<file path="src/hdl/fadr_pkg.sv">
// Shared constants, types and start table for the flow-average drive regulator.
`timescale 1ns / 1ps

package fadr_pkg;

    // Window, alarm and drive sizing
    localparam int AVG_WINDOW  = 3000;
    localparam int ALARM_TICKS = 5000;
    localparam int DRIVE_BITS  = 12;

    // Field and state widths
    localparam int SAMPLE_W  = 16;
    localparam int SET_W     = 6;
    localparam int AVG_W     = 8;
    localparam int WIN_W     = 12;
    localparam int ZERO_W    = 13;
    localparam int SUM_W     = 28;
    localparam int FRAC_BITS = 8;
    localparam int SHI_W     = SUM_W - FRAC_BITS;

    // Drive tuning widths: error against the target, stepped drive
    localparam int DIFF_W = AVG_W + 2;
    localparam int DRV_W  = DRIVE_BITS + 2;

    localparam logic [DRIVE_BITS-1:0] DRIVE_RESET = DRIVE_BITS'(1800);
    localparam logic [DRIVE_BITS-1:0] DRIVE_MAX   = '1;
    localparam logic [SUM_W-1:0]      SUM_MAX     = '1;
    localparam logic [SET_W-1:0]      SET_RESET   = SET_W'(5);
    localparam logic [AVG_W-1:0]      AVG_MAX     = '1;

    // Input action codes
    localparam logic ACT_START = 1'b0;
    localparam logic ACT_TICK  = 1'b1;

    // Division of the window sum by the window length: reciprocal multiply
    localparam int              RECIP_SHIFT = 32;
    localparam longint unsigned RECIP_VAL   = (64'd1 << RECIP_SHIFT) / AVG_WINDOW;
    localparam int              RECIP_W     = $clog2(RECIP_VAL + 1);
    localparam int              PROD_W      = SHI_W + RECIP_W;
    localparam int              QUO_W       = $clog2(((2 ** SHI_W) - 1) / AVG_WINDOW + 1);
    localparam int              QX_W        = (QUO_W > AVG_W) ? QUO_W + 1 : AVG_W + 1;
    localparam logic [RECIP_W-1:0] RECIP    = RECIP_W'(RECIP_VAL);

    // Command queue sizing
    localparam int QDEPTH = 4;
    localparam int QPTR_W = $clog2(QDEPTH);
    localparam int QCNT_W = $clog2(QDEPTH + 1);

    // Start table, indexed by set flow from TABLE_LO to TABLE_HI
    localparam int TABLE_LO = 5;
    localparam int TABLE_HI = 60;
    localparam int TABLE_N  = TABLE_HI - TABLE_LO + 1;

    localparam int START_TABLE [TABLE_N] = '{
        1850, 1860, 1870, 1880, 1890, 1900, 1905, 1910, 1915, 1920,
        1920, 1925, 1925, 1925, 1925, 1930, 1935, 1940, 1945, 1950,
        1955, 1955, 1955, 1955, 1955, 1960, 1965, 1970, 1975, 1980,
        1985, 1985, 1985, 1985, 1985, 2000, 2005, 2010, 2015, 2020,
        2025, 2025, 2025, 2025, 2025, 2030, 2035, 2040, 2045, 2050,
        2055, 2055, 2055, 2055, 2055, 2060
    };

    typedef enum logic [1:0] {
        OP_START,
        OP_TICK,
        OP_CLOSE
    } op_t;

    typedef struct packed {
        op_t              op;
        logic             alarm;
        logic [SHI_W-1:0] sum_hi;
    } cmd_t;

    typedef struct packed {
        logic full;
        logic empty;
    } q_status_t;

    // Start drive for a set flow, index clamped to the table range
    function automatic logic [DRIVE_BITS-1:0] start_drive(input logic [SET_W-1:0] sf);
        logic [SET_W-1:0] idx;
        idx = sf;
        if (sf < SET_W'(TABLE_LO)) begin
            idx = SET_W'(TABLE_LO);
        end else if (sf > SET_W'(TABLE_HI)) begin
            idx = SET_W'(TABLE_HI);
        end
        return DRIVE_BITS'(START_TABLE[idx - SET_W'(TABLE_LO)]);
    endfunction

endpackage

</file>
<file path="src/hdl/fadr_front.sv">
// Front end: accepts words, keeps the window, zero-flow and sum counters, issues commands.
`timescale 1ns / 1ps

module fadr_front import fadr_pkg::*; (
    input  logic                aclk,
    input  logic                aresetn,
    input  logic                s_valid,
    output logic                s_ready,
    input  logic                s_action,
    input  logic [SAMPLE_W-1:0] s_flow_sample,
    input  q_status_t           q_status,
    output logic                q_push,
    output cmd_t                q_cmd
);

    logic [WIN_W-1:0]  window_count_reg, window_count_next;
    logic [ZERO_W-1:0] zero_count_reg, zero_count_next;
    logic [SUM_W-1:0]  flow_sum_reg, flow_sum_next;

    logic              accept;
    logic              sample_zero;
    logic              alarm;
    logic              close;
    logic [ZERO_W-1:0] zero_inc;
    logic [WIN_W-1:0]  win_base;
    logic [WIN_W-1:0]  win_inc;
    logic [SUM_W:0]    sum_wide;
    logic [SUM_W-1:0]  sum_sat;

    // Accept whenever the queue has room
    assign s_ready = !q_status.full;
    assign accept  = s_valid && !q_status.full;
    assign q_push  = accept;

    // Classify the tick: zero-flow alarm, window close, saturated sum
    always_comb begin
        sample_zero = (s_flow_sample == '0);
        zero_inc    = zero_count_reg + 1'b1;
        alarm       = sample_zero && (zero_inc >= ZERO_W'(ALARM_TICKS));
        win_base    = alarm ? '0 : window_count_reg;
        win_inc     = win_base + 1'b1;
        close       = (win_inc >= WIN_W'(AVG_WINDOW));
        sum_wide    = {1'b0, flow_sum_reg} + (SUM_W + 1)'(s_flow_sample);
        sum_sat     = sum_wide[SUM_W] ? SUM_MAX : sum_wide[SUM_W-1:0];
    end

    // Build the command for the back end
    always_comb begin
        q_cmd.sum_hi = sum_sat[SUM_W-1:FRAC_BITS];
        if (s_action == ACT_START) begin
            q_cmd.op    = OP_START;
            q_cmd.alarm = 1'b0;
        end else begin
            q_cmd.op    = close ? OP_CLOSE : OP_TICK;
            q_cmd.alarm = alarm;
        end
    end

    // Advance the counters on an accepted word
    always_comb begin
        window_count_next = window_count_reg;
        zero_count_next   = zero_count_reg;
        flow_sum_next     = flow_sum_reg;
        if (accept) begin
            if (s_action == ACT_START) begin
                window_count_next = '0;
            end else begin
                if (sample_zero) begin
                    zero_count_next = alarm ? '0 : zero_inc;
                end
                window_count_next = close ? '0 : win_inc;
                flow_sum_next     = close ? '0 : sum_sat;
            end
        end
    end

    always_ff @(posedge aclk) begin
        if (!aresetn) begin
            window_count_reg <= '0;
            zero_count_reg   <= '0;
            flow_sum_reg     <= '0;
        end else begin
            window_count_reg <= window_count_next;
            zero_count_reg   <= zero_count_next;
            flow_sum_reg     <= flow_sum_next;
        end
    end

endmodule

</file>
<file path="src/hdl/fadr_queue.sv">
// Short command queue between the front end and the back end.
`timescale 1ns / 1ps

module fadr_queue import fadr_pkg::*; (
    input  logic      aclk,
    input  logic      aresetn,
    input  logic      push,
    input  cmd_t      push_cmd,
    input  logic      pop,
    output cmd_t      pop_cmd,
    output q_status_t status
);

    cmd_t              fifo_mem [QDEPTH];
    logic [QPTR_W-1:0] wr_ptr_reg, wr_ptr_next;
    logic [QPTR_W-1:0] rd_ptr_reg, rd_ptr_next;
    logic [QCNT_W-1:0] count_reg, count_next;
    logic              do_push;
    logic              do_pop;

    assign status.full  = (count_reg == QCNT_W'(QDEPTH));
    assign status.empty = (count_reg == '0);
    assign do_push      = push && !status.full;
    assign do_pop       = pop && !status.empty;
    assign pop_cmd      = fifo_mem[rd_ptr_reg];

    // Advance pointers and occupancy
    always_comb begin
        wr_ptr_next = do_push ? wr_ptr_reg + 1'b1 : wr_ptr_reg;
        rd_ptr_next = do_pop ? rd_ptr_reg + 1'b1 : rd_ptr_reg;
        count_next  = count_reg;
        if (do_push && !do_pop) begin
            count_next = count_reg + 1'b1;
        end else if (do_pop && !do_push) begin
            count_next = count_reg - 1'b1;
        end
    end

    always_ff @(posedge aclk) begin
        if (!aresetn) begin
            wr_ptr_reg <= '0;
            rd_ptr_reg <= '0;
            count_reg  <= '0;
        end else begin
            wr_ptr_reg <= wr_ptr_next;
            rd_ptr_reg <= rd_ptr_next;
            count_reg  <= count_next;
        end
    end

    // Store the pushed word
    always_ff @(posedge aclk) begin
        if (do_push) begin
            fifo_mem[wr_ptr_reg] <= push_cmd;
        end
    end

endmodule

</file>
<file path="src/hdl/fadr_back.sv">
// Back end: window average by reciprocal multiply, drive tuning and result register.
`timescale 1ns / 1ps

module fadr_back import fadr_pkg::*; (
    input  logic                  aclk,
    input  logic                  aresetn,
    input  logic [SET_W-1:0]      target_flow,
    input  cmd_t                  q_cmd,
    input  q_status_t             q_status,
    output logic                  q_pop,
    output logic                  m_valid,
    input  logic                  m_ready,
    output logic [DRIVE_BITS-1:0] m_drive_value,
    output logic                  m_supply_alarm,
    output logic                  m_window_done,
    output logic [AVG_W-1:0]      m_flow_average
);

    logic advance;

    // Stage 1: sum times reciprocal
    logic              v1_reg;
    cmd_t              c1_reg;
    logic [PROD_W-1:0] p1_reg;
    logic [SHI_W-1:0]  s1_reg;

    // Stage 2: first quotient and its back product
    logic              v2_reg;
    cmd_t              c2_reg;
    logic [QUO_W-1:0]  q0_reg;
    logic [SHI_W-1:0]  q0w_reg;
    logic [SHI_W-1:0]  s2_reg;
    logic [QUO_W-1:0]  q0;
    logic [SHI_W-1:0]  q0w;

    // Stage 3: corrected, saturated average
    logic              v3_reg;
    cmd_t              c3_reg;
    logic [AVG_W-1:0]  avg3_reg;
    logic [SHI_W-1:0]  rem;
    logic [QX_W-1:0]   qx;
    logic [AVG_W-1:0]  avg;

    // Stage 4: drive state and result
    logic                  out_valid_reg, out_valid_next;
    logic                  alarm_reg, alarm_next;
    logic                  done_reg, done_next;
    logic [DRIVE_BITS-1:0] drive_reg, drive_next;
    logic [AVG_W-1:0]      average_reg, average_next;

    logic signed [DIFF_W-1:0] diff;
    logic signed [3:0]        step;
    logic signed [DRV_W-1:0]  drv_wide;
    logic [DRIVE_BITS-1:0]    tuned;

    // Move the whole pipe when the result register is free or being taken
    assign advance = !out_valid_reg || m_ready;
    assign q_pop   = advance && !q_status.empty;

    assign m_valid        = out_valid_reg;
    assign m_drive_value  = drive_reg;
    assign m_supply_alarm = alarm_reg;
    assign m_window_done  = done_reg;
    assign m_flow_average = average_reg;

    // Stage valids
    always_ff @(posedge aclk) begin
        if (!aresetn) begin
            v1_reg <= 1'b0;
            v2_reg <= 1'b0;
            v3_reg <= 1'b0;
        end else if (advance) begin
            v1_reg <= !q_status.empty;
            v2_reg <= v1_reg;
            v3_reg <= v2_reg;
        end
    end

    // First quotient is low by at most one
    always_comb begin
        q0  = p1_reg[RECIP_SHIFT +: QUO_W];
        q0w = SHI_W'(SHI_W'(q0) * SHI_W'(AVG_WINDOW));
    end

    // Correct the quotient with the remainder and saturate
    always_comb begin
        rem = s2_reg - q0w_reg;
        qx  = QX_W'(q0_reg) + QX_W'(rem >= SHI_W'(AVG_WINDOW));
        avg = (qx > QX_W'(AVG_MAX)) ? AVG_MAX : qx[AVG_W-1:0];
    end

    // Pipeline payload
    always_ff @(posedge aclk) begin
        if (advance) begin
            c1_reg   <= q_cmd;
            s1_reg   <= q_cmd.sum_hi;
            p1_reg   <= PROD_W'(q_cmd.sum_hi) * PROD_W'(RECIP);
            c2_reg   <= c1_reg;
            s2_reg   <= s1_reg;
            q0_reg   <= q0;
            q0w_reg  <= q0w;
            c3_reg   <= c2_reg;
            avg3_reg <= avg;
        end
    end

    // Step the drive by the error band, clamped to the drive range
    always_comb begin
        diff = $signed(DIFF_W'(avg3_reg) - DIFF_W'(target_flow));
        if (diff >= 4) begin
            step = -4'sd4;
        end else if (diff >= 2) begin
            step = -4'sd2;
        end else if (diff == 1) begin
            step = -4'sd1;
        end else if (diff == 0) begin
            step = 4'sd0;
        end else if (diff == -1) begin
            step = 4'sd1;
        end else if (diff >= -3) begin
            step = 4'sd2;
        end else begin
            step = 4'sd4;
        end
        drv_wide = $signed({2'b00, drive_reg}) + DRV_W'(step);
        if (drv_wide < 0) begin
            tuned = '0;
        end else if (drv_wide > $signed({2'b00, DRIVE_MAX})) begin
            tuned = DRIVE_MAX;
        end else begin
            tuned = drv_wide[DRIVE_BITS-1:0];
        end
    end

    // Carry out the command and load the result register
    always_comb begin
        out_valid_next = out_valid_reg;
        alarm_next     = alarm_reg;
        done_next      = done_reg;
        drive_next     = drive_reg;
        average_next   = average_reg;
        if (advance) begin
            out_valid_next = v3_reg;
            alarm_next     = c3_reg.alarm;
            done_next      = (c3_reg.op == OP_CLOSE);
            if (v3_reg) begin
                case (c3_reg.op)
                    OP_START: begin
                        drive_next = start_drive(target_flow);
                    end
                    OP_CLOSE: begin
                        average_next = avg3_reg;
                        drive_next   = tuned;
                    end
                    OP_TICK: begin
                        drive_next = drive_reg;
                    end
                    default: begin
                        drive_next = drive_reg;
                    end
                endcase
            end
        end
    end

    always_ff @(posedge aclk) begin
        if (!aresetn) begin
            out_valid_reg <= 1'b0;
            alarm_reg     <= 1'b0;
            done_reg      <= 1'b0;
            drive_reg     <= DRIVE_RESET;
            average_reg   <= '0;
        end else begin
            out_valid_reg <= out_valid_next;
            alarm_reg     <= alarm_next;
            done_reg      <= done_next;
            drive_reg     <= drive_next;
            average_reg   <= average_next;
        end
    end

endmodule

</file>
<file path="src/hdl/flow_average_stepped_dac_regulator.sv">
// An accepted input word passes through the four-word command queue and the
// four-stage back end (reciprocal multiply, quotient correction, drive tuning) to
// its result word on the m_ side; one word per cycle while m_ready does not stall it.
// Reset (aresetn low at a clock edge): set flow 5, drive 1800, counters, sum and
// average cleared, queue and pipeline emptied.
`timescale 1ns / 1ps

module flow_average_stepped_dac_regulator import fadr_pkg::*; (
    input  logic                  aclk,
    input  logic                  aresetn,
    input  logic                  cfg_wr_en,
    input  logic [SET_W-1:0]      cfg_wr_data,
    input  logic                  s_valid,
    output logic                  s_ready,
    input  logic                  s_action,
    input  logic [SAMPLE_W-1:0]   s_flow_sample,
    output logic                  m_valid,
    input  logic                  m_ready,
    output logic [DRIVE_BITS-1:0] m_drive_value,
    output logic                  m_supply_alarm,
    output logic                  m_window_done,
    output logic [AVG_W-1:0]      m_flow_average
);

    logic [SET_W-1:0] target_flow_reg;
    logic             q_push;
    logic             q_pop;
    cmd_t             push_cmd;
    cmd_t             pop_cmd;
    q_status_t        q_status;

    // Set flow register
    always_ff @(posedge aclk) begin
        if (!aresetn) begin
            target_flow_reg <= SET_RESET;
        end else if (cfg_wr_en) begin
            target_flow_reg <= cfg_wr_data;
        end
    end

    fadr_front u_front (
        .aclk          (aclk),
        .aresetn       (aresetn),
        .s_valid       (s_valid),
        .s_ready       (s_ready),
        .s_action      (s_action),
        .s_flow_sample (s_flow_sample),
        .q_status      (q_status),
        .q_push        (q_push),
        .q_cmd         (push_cmd)
    );

    fadr_queue u_queue (
        .aclk     (aclk),
        .aresetn  (aresetn),
        .push     (q_push),
        .push_cmd (push_cmd),
        .pop      (q_pop),
        .pop_cmd  (pop_cmd),
        .status   (q_status)
    );

    fadr_back u_back (
        .aclk           (aclk),
        .aresetn        (aresetn),
        .target_flow    (target_flow_reg),
        .q_cmd          (pop_cmd),
        .q_status       (q_status),
        .q_pop          (q_pop),
        .m_valid        (m_valid),
        .m_ready        (m_ready),
        .m_drive_value  (m_drive_value),
        .m_supply_alarm (m_supply_alarm),
        .m_window_done  (m_window_done),
        .m_flow_average (m_flow_average)
    );

    // Drive and average state must hold while a result word waits
    a_stall_hold: assert property (@(posedge aclk) disable iff (!aresetn)
        (m_valid && !m_ready) |=> ($stable(m_drive_value) && $stable(m_flow_average)))
        else $error("drive or average changed while result word stalled");

    // Queue cannot be full and empty at once
    a_queue_status: assert property (@(posedge aclk) disable iff (!aresetn)
        !(q_status.full && q_status.empty))
        else $error("command queue reports full and empty");

    // An alarm tick restarts the window, so it cannot also close one
    a_alarm_close: assert property (@(posedge aclk) disable iff (!aresetn)
        (m_valid && m_supply_alarm && m_window_done) |-> (AVG_WINDOW == 1))
        else $error("alarm and window close on the same word");

endmodule
</file>
<file path="config.mk">
export PLATFORM = sky130hd
export DESIGN_NAME = flow_average_stepped_dac_regulator
export DESIGN_NICKNAME = d
export VERILOG_FILES = /design/src/hdl/fadr_pkg.sv /design/src/hdl/fadr_front.sv /design/src/hdl/fadr_queue.sv /design/src/hdl/fadr_back.sv /design/src/hdl/flow_average_stepped_dac_regulator.sv
export SDC_FILE = /design/constraint.sdc
export NUM_CORES = 1
export LEC_CHECK = 0
export BUFFER_PORTS_ARGS = -buffer_cell sky130_fd_sc_hd__buf_2
export CAP_MARGIN = 25
export CORE_MARGIN = 2
export CORE_UTILIZATION = 55
export CTS_CLUSTER_DIAMETER = 40
export DETAILED_ROUTE_END_ITERATION = 8
export PLACE_DENSITY = 0.81
export SLEW_MARGIN = 20
export SYNTH_ARGS = -nofsm -noshare
export SYNTH_HDL_FRONTEND = slang
export SYNTH_SLANG_ARGS = --single-unit
</file>
<file path="constraint.sdc">
create_clock -name aclk -period 6.9 [get_ports aclk]
set_input_delay 0.69 -clock aclk [delete_from_list [all_inputs] [get_ports aclk]]
set_output_delay 0.69 -clock aclk [all_outputs]
set_load 0.02 [all_outputs]
</file>
==> impl_metrics.ini <==
[clock_network]
cts_buffers = 37
clockBufferDepth = 3
postCtsHoldBufs = 0
cts-htree-levels = 2
insertion_delay_ns = 0.54
cts.clk_slew.worst_paths_ns = 0.05
cts.sinks = 271
cts-root-buf = clkbuf_16
cts_tree = yes

[critical_path]
cp_max_fo = 6
worstSetupPathType = register to register
startpoint_type = register
worstReg2RegEnd = u_back.p1_reg[38]$_DFFE_PP_
critPathArrivalTime_ns = 6.99
r2r_slack_ns = 0.18
crit_path_end_kind = register
rr_worst_depth = 22
worstPathRequired_ns = 7.17

[timing]
setup_violations = 0
post-route-min-period_ns = 6.72
fmax_ghz = 0.149
fin_crit_sh = 0.974
maxSlewViolCount = 0
hold_viol_final = 0
worst-slew-pin-transition_ns = 0.976
layout_setup_ws_ns = 0.177
maxSlewHeadroom = 0.331
clock_skew_ns = 0.0200

[grt]
grt_usage = 0.245
grt_max_degree = 81
antenna_found_initial = 0
grt_pass1_wl_um = 87800
grt_pass1_vias = 17700
grt-ovfl-total = 0

[placement]
io_buffer_count = 51
placed_cells = 2844
place.gp.congestion = 0.941
post-place-ws_ns = -0.138
hpwl_um = 41000

[routing]
drtIter0Drc = 1240
routed-via-count = 17000
viasPerCell = 5.82
drt_first_pass_iters = 6
routed_wl_um = 53200
wl_per_cell_um = 18.2
drc = 0
ant_nets = 0

[logic_synthesis]
ys.flop_type = edfxtp_1
async_flop_share = 0
synthCells = 2250
synth_fp_nets = 2790
yosysWarnings = 0
synth_edf_count = 177
ys_seq_area_frac = 0.308
ys_types = 88
syn_area_per_cell_um2 = 10.4
synthesis.area_um2 = 23400
ys_ff_latch = 271

[floorplanning]
die_h_um = 210
fp.dieW_um = 210
start_util = 0.558
core_area_um2 = 41900
dieArea_um2 = 44200
num_io_pins = 52
rows = 75

[cells_and_area]
area_growth_pct = 11.2
drive_gt1_frac = 0.113
insertedDiodeCount = 0
final_common_cell = inv_1
largest_reg_flops = 92
final_cell_mix = 374 x inv_1, 317 x ha_1, 186 x fa_1, 177 x edfxtp_1, 133 x nand2_1
fillers = 3269
finalNonFillerCells = 2927
fin_nets = 2900

[min_path]
hold_depth = 3
worstHoldStart = cfg_wr_data[0]
min_to = target_flow_reg[0]$_SDFFE_PN1P_
hold_path_class = primary input to register

[outcome]
status = finished, final reports clean

[run]
maxCapViolCount = 0
-- worst max-delay path by stage --
stage,from,to,slack [ns],cells past startpoint
floorplan,register,u_back.p1_reg[38]$_DFFE_PP_,0.02,23
global placement,register,u_back.p1_reg[38]$_DFFE_PP_,-0.01,21
detailed placement,register,u_back.p1_reg[39]$_DFFE_PP_,-0.14,21
CTS,register,u_back.p1_reg[38]$_DFFE_PP_,0.007,21
global route,register,u_back.p1_reg[40]$_DFFE_PP_,-0.04,24
finish,register,u_back.p1_reg[38]$_DFFE_PP_,0.18,22
-- timing repair --
action | CTS | global route
pin swaps | 0 | 22
setup buffers | 0 | 15
gates cloned | 0 | 1
setup endpoints to repair | 7 | 8
resized for setup | 5 | 29
-- cells by family (layout without fill, tap and decap cells) --
group	Yosys count	count (layout)	share of synthesized area
AOI/OAI and AO/OA	456	456	0.129
xor gates and xnor gates	73	73	0.0273
adders and majority gates	512	512	0.335
buffers and inverters	430	568	0.0700
DFF	271	271	0.308
muxes	44	44	0.0315
and+or+nand+nor	464	464	0.0995
-- Yosys cell counts (7+ instances only) --
library cell	n	area, µm²
a211oi_1	18	135
a21boi_0	26	195
a21o_1	30	225
a21oi_1	94	470
a22o_1	17	149
a31oi_1	29	181
and2_1	23	144
and3_1	21	131
and4_1	8	70.1
buf_2	9	45.0
clkbuf_1	33	124
dfxtp_1	94	1880
edfxtp_1	177	5320
fa_1	190	3800
ha_1	322	4030
inv_1	378	1420
mux2i_1	15	150
mux4_2	23	518
nand2_1	133	499
nand2b_1	14	87.6
nand3_1	43	215
nand4_1	11	68.8
nor2_1	93	349
nor2b_1	29	181
nor3_1	28	140
nor4_1	9	56.3
o211ai_1	11	82.6
o21a_1	22	165
o21ai_0	107	536
o21ai_1	12	60.1
o21bai_1	7	52.6
o31ai_1	12	90.1
or2_2	13	81.3
or3_1	14	87.6
xnor2_1	49	429
xor2_1	24	210
-- routing by layer --
layer  global-route usage  wire length, µm  up-vias
li1                     -                -     8068
met1                0.311            22300     8342
met2                0.434            26700      507
met3               0.0338             2630      110
met4               0.0768             1550        0
met5                    0                0        -
-- cell type report --
cell class              count  area, µm²  area share
clock buffers              42        945      0.0363
well taps                 539        674      0.0259
multi-input cells        1549      14700       0.564
flip-flops and latches    271       7200       0.277
clock inverters            25        264      0.0101
repair buffers            120        818      0.0315
inverters                 381       1430      0.0550
-- critical path, stage by stage, from the launching register on --
cell and delay [ns]:
dfxtp_4 0.43, buf_6 0.12, mux4_2 0.51, fa_1 0.54
inv_2 0.05, fa_2 0.44, fa_1 0.50, inv_1 0.07
fa_1 0.53, inv_1 0.06, fa_1 0.52, inv_1 0.06
fa_2 0.39, fa_1 0.56, ha_4 0.21, and3_1 0.18
a221o_1 0.35, a21oi_2 0.15, o211ai_1 0.13, o2111ai_2 0.22
or2_4 0.17, o21ai_0 0.10, xor2_1 0.17
-- metrics by stage --
| stage | area, µm² | TNS, ns | hold WS (ns) | util |
|---|---|---|---|---|
| global placement | 24500 | -0.0173 | 0.404 | 0.585 |
| finish | 26000 | 0 | 0.381 | 0.620 |
| detailed placement | 24500 | -0.743 | 0.405 | 0.585 |
| global route | 26000 | -0.0923 | 0.388 | 0.620 |
| floorplan | 23400 | 0 | 0.400 | - |
| CTS | 25800 | 0 | 0.367 | 0.614 |
Power is not shown: default switching activity piles up to over one toggle a cycle in this logic, so the estimate is an artifact.
